$ cat config.mk
export PLATFORM = sky130hd
export DESIGN_NAME = blur3_cell
export DESIGN_NICKNAME = d
export VERILOG_FILES = /design/src/rtl/blur3_pkg.sv /design/src/rtl/blur3_cell.sv
export SDC_FILE = /design/constraint.sdc
export NUM_CORES = 1
export LEC_CHECK = 0
export ABC_AREA = 1
export BUFFER_PORTS_ARGS = -buffer_cell sky130_fd_sc_hd__clkbuf_2
export CORE_ASPECT_RATIO = 0.5
export CORE_UTILIZATION = 45
export CTS_CLUSTER_SIZE = 28
export DETAILED_ROUTE_END_ITERATION = 6
export GPL_TIMING_DRIVEN = 0
export HOLD_SLACK_MARGIN = 0.15
export PLACE_DENSITY = 0.78
export SLEW_MARGIN = 5
export SYNTH_ARGS = -nofsm -noshare
export SYNTH_HDL_FRONTEND = slang
export SYNTH_SLANG_ARGS = --single-unit
$ cat constraint.sdc
create_clock -name clk -period 3.4 [get_ports clk]
set_clock_uncertainty 0.1 [all_clocks]
set_input_delay 0.34 -clock clk [delete_from_list [all_inputs] [get_ports clk]]
set_output_delay 0.34 -clock clk [all_outputs]
set_load 0.02 [all_outputs]
$ cat src/rtl/blur3_pkg.sv
`timescale 1ns / 1ps
// ----------------------------------------------------------------------------
// blur3_pkg
// Shared types and constants for the 3x3 streaming blur.
// ----------------------------------------------------------------------------
package blur3_pkg;

    localparam int PIX_W      = 8;
    localparam int ROW_W      = 12;
    localparam int COL_W      = 11;
    localparam int WIDTH_W    = 12;
    localparam int HEIGHT_W   = 13;
    localparam int CFG_DATA_W = 13;
    localparam int CFG_IDX_W  = 2;
    localparam int COLSUM_W   = 10;
    localparam int SUM_W      = 12;
    localparam int PROD_W     = 25;

    localparam logic [CFG_IDX_W-1:0] REG_WIDTH  = 2'd0;
    localparam logic [CFG_IDX_W-1:0] REG_HEIGHT = 2'd1;
    localparam logic [CFG_IDX_W-1:0] REG_MODE   = 2'd2;

    localparam logic MODE_BOX   = 1'b0;
    localparam logic MODE_GAUSS = 1'b1;

    localparam int WIDTH_RESET  = 640;
    localparam int HEIGHT_RESET = 480;
    localparam int HEIGHT_LIMIT = 4096;
    localparam int SIZE_MIN     = 3;

    // floor(x / 9) == (x * RECIP_9) >> RECIP_SHIFT for x below 4096
    localparam logic [12:0] RECIP_9     = 13'd7282;
    localparam int          RECIP_SHIFT = 16;
    localparam int          GAUSS_SHIFT = 4;

    typedef struct packed {
        logic [PIX_W-1:0] top;
        logic [PIX_W-1:0] mid;
        logic [PIX_W-1:0] bot;
    } pix_col_t;

    typedef struct packed {
        logic [COLSUM_W-1:0] box;
        logic [COLSUM_W-1:0] gauss;
    } col_sum_t;

    typedef struct packed {
        logic [PIX_W-1:0] upper;
        logic [PIX_W-1:0] lower;
    } line_pair_t;

    typedef struct packed {
        logic [PIX_W-1:0] pix;
        logic [ROW_W-1:0] row;
        logic [COL_W-1:0] col;
        logic             fe;
    } out_item_t;

endpackage

$ cat src/rtl/blur3_cell.sv
`timescale 1ns / 1ps
// ----------------------------------------------------------------------------
// blur3_cell
// One window column: holds three pixels, passes them on when the window
// shifts, and forms the box and 1-2-1 weighted column sums.
// ----------------------------------------------------------------------------
module blur3_cell
    import blur3_pkg::*;
(
    input  logic     clk,
    input  logic     rst_n,
    input  logic     shift_en,
    input  pix_col_t col_in,
    output pix_col_t col_out,
    output col_sum_t sums
);

    pix_col_t col_reg;

    always_ff @(posedge clk or negedge rst_n)
    begin
        if (!rst_n)
        begin
            col_reg <= '0;
        end
        else if (shift_en)
        begin
            col_reg <= col_in;
        end
    end

    assign col_out   = col_reg;
    assign sums.box  = COLSUM_W'(col_reg.top) + COLSUM_W'(col_reg.mid)
                     + COLSUM_W'(col_reg.bot);
    assign sums.gauss = COLSUM_W'(col_reg.top) + COLSUM_W'({col_reg.mid, 1'b0})
                      + COLSUM_W'(col_reg.bot);

endmodule

==> impl_metrics.ini <==
[die]
die_w_um = 95.5
coreArea_um2 = 4040
die-area_um2 = 4650
die_h_um = 48.7
start_util_pct = 48.6
row_count = 16
ios = 71

[final_layout]
syn2layout_area_growth_pct = 24.3
drive_gt1_share_pct = 37.8
fill_cells = 344
n_antenna_cell = 0
largest_register_ffs = 24
fin_util_pct = 60.4
finalNetCount = 339
final_area_um2 = 2440

[timing]
finalHoldViolations = 0
setup_tns_ns = 0
rsz0062_at_grt = false
slew_violations = 0
finalSetupViolCount = 0
relSlewSlack_pct = 58.7
fin_crit_sh_pct = 89.8
max_slew.worst_pin.slew_ns = 0.620
max_freq_mhz = 328
fin_crit_ns = 3.05

[synthesis]
syn_area_per_cell_um2 = 9.64
async_reset_ff_share_pct = 100
syn-num-nets = 264
syn_area_um2 = 1970
seq_area_frac_synth_pct = 30.6
ys.flop_type = dfrtp_1
yosysTopAreaCellShare_pct = 30.6
syn_inst = 204
ys_top_cells_by_area = dfrtp_1 (31%), fa_1 (17%), mux2_2 (11%)
synth_seq_cells = 24
synth-edff-count = 0
synth.largest_area_cell = dfrtp_1
synth_warnings = 0
synth.most_common_cell = nand2_1
yosysUniqueCellTypes = 21
synthTopCellsByCount = nand2_1 (54), inv_1 (31), dfrtp_1 (24), mux2_2 (19), fa_1 (17)

[critical_path]
crit_path_max_fanout = 3
critPathTopFamily = adder cells
crit_top_cell = nand2_1
crit_path_max_incr_delay_ns = 0.54
worst_ep_required_time_ns = 2.96
worstPathArrival_ns = 2.61
worstSetupStartpointType = flop
critPathKind = flop to output port
crit_buf_inv = 3
end_kind = output port
cp_slowest_cell = fa_1
path_cells = inv_1 -> fa_1 -> inv_1 -> ha_1 -> fa_1 -> nand2_1 -> nand2_1 -> nand3b_4 -> nand2_1 -> nand2_1 -> nand2_1 -> clkbuf_2

[status]
run_status = finished, final reports clean

[cts]
cts_sinks = 24
htreeDepth = 1
cts_tree = done
worstSkewPairLatency_ns = 0.27
clock_path_buffers = 2
path_clk_slew_ns = 0.09
cts_root_buffer = clkbuf_8
cts_buffers = 3
cts_resized = 0

[place]
routabilityCongestion = 0.825
post-dp-hpwl_um = 3440
io_buffers = 69
dpl_cell_area_um2 = 2380

[routing]
drc = 0
via_per_inst = 4.71
drt_iter0_markers = 54
drt_wl_total_um = 4080
wl_per_cell_um = 12.3
drt_first_pass_iters = 4
vias = 1564
drtAntennaViolNets = 0

[pwr]
p_leak_nw = 1.36
p_sw_mw = 0.771
max-vdd-ir-drop_mv = 0.248
swShare_pct = 48.5
clockPowerShare_pct = 12.5
combPwrFrac_pct = 65.1
pwr_density_cell_nw_per_um2 = 650
seq_power_share_pct = 22.3
p_int_mw = 0.817

[global_routing]
grt_max_degree = 25
antenna_found_initial = 0
grt-ovfl-total = 0
grt_util_all_layers_pct = 19.4
grt_pass1_vias = 1572
grt_first_pass_wirelength_um = 6900

[worst_hold_path]
min_path_type = input pin to flop

[job]
drv_cap = 0
-- power groups by stage --
stage,clock network [mW],logic (mW),registers [mW]
floorplan,0,0.727,0.389
global placement,0,1.01,0.360
detailed placement,0,1.04,0.361
CTS,0.202,1.05,0.356
global route,0.221,1.16,0.362
finish,0.199,1.03,0.354
-- cell type report --
class | instances | area, um^2 | share of cell area (%)
plain buffers | 3 | 26.3 | 1.08
clock buffers | 4 | 55.1 | 2.25
inverters | 31 | 116 | 4.76
multi-input cells | 146 | 1220 | 50.0
flip-flops and latches | 24 | 601 | 24.6
well taps | 54 | 67.6 | 2.76
repair buffers | 70 | 355 | 14.5
-- through the flow --
step	hold slack, ns	worst slack (ns)	std cells	total power [mW]
6_report	0.175	0.349	332	1.59
5_1_grt	0.169	0.164	332	1.74
4_1_cts	0.174	0.338	332	1.60
3_5_place_dp	0.280	0.651	327	1.40
3_3_place_gp	0.277	0.697	327	1.37
2_1_floorplan	-0.0556	0.742	204	1.12
-- worst paths after layout --
kind / startpoint / endpoint / slack, ns / cells past startpoint
setup / recovery: col_out[1] / sums[7] / 0.35 / 12
hold / removal: col_in[8] / col_out[8] / 0.18 / 3
setup reg to reg: col_out[13] / col_out[13] / 2.44 / 1
hold reg to reg: col_out[16] / col_out[16] / 0.50 / 2
max in group asynchronous: rst_n / col_out[5] / 2.28 / 2
min in group asynchronous: rst_n / col_out[8] / 0.52 / 2
-- cell families after synthesis --
family / Yosys count / synth area share, %
AND/OR/NAND/NOR: 78 / 18.6
buffers and inverters: 34 / 7.26
adder cells (fa/ha/maj): 33 / 27.5
flip-flops: 24 / 30.6
multiplexers: 19 / 10.9
AO/OA/AOI/OAI: 10 / 2.55
XOR/XNOR: 6 / 2.67
-- timing repair --
item                                   CTS  global route
hold buffers                             1             0
endpoints found under the hold margin   24             0
setup buffers                            0             0
setup endpoints to repair                0             0
-- metal layers --
layer	vias to the layer above	GRT usage, %	part of all wire [%]
li1	788	-	-
met1	721	23.6	44
met2	53	34.5	49
met3	2	5.66	6.7
met4	0	2.99	0.32
met5	-	0	0
-- layout by cell type (no fill, tap or decap), drive strengths merged --
master	synthesis	layout
xor2	1	1
or2	4	4
nor2	6	6
clkbuf	0	73
buf	3	3
ha	16	16
o21ai	5	5
fa	17	17
nand2	56	56
dlygate4sd3	0	1
a21oi	5	5
inv	31	31
mux2	19	19
dfrtp	24	24
nand3	9	9
xnor2	5	5
nand3b	3	3
(Power assumes the default switching activity.)
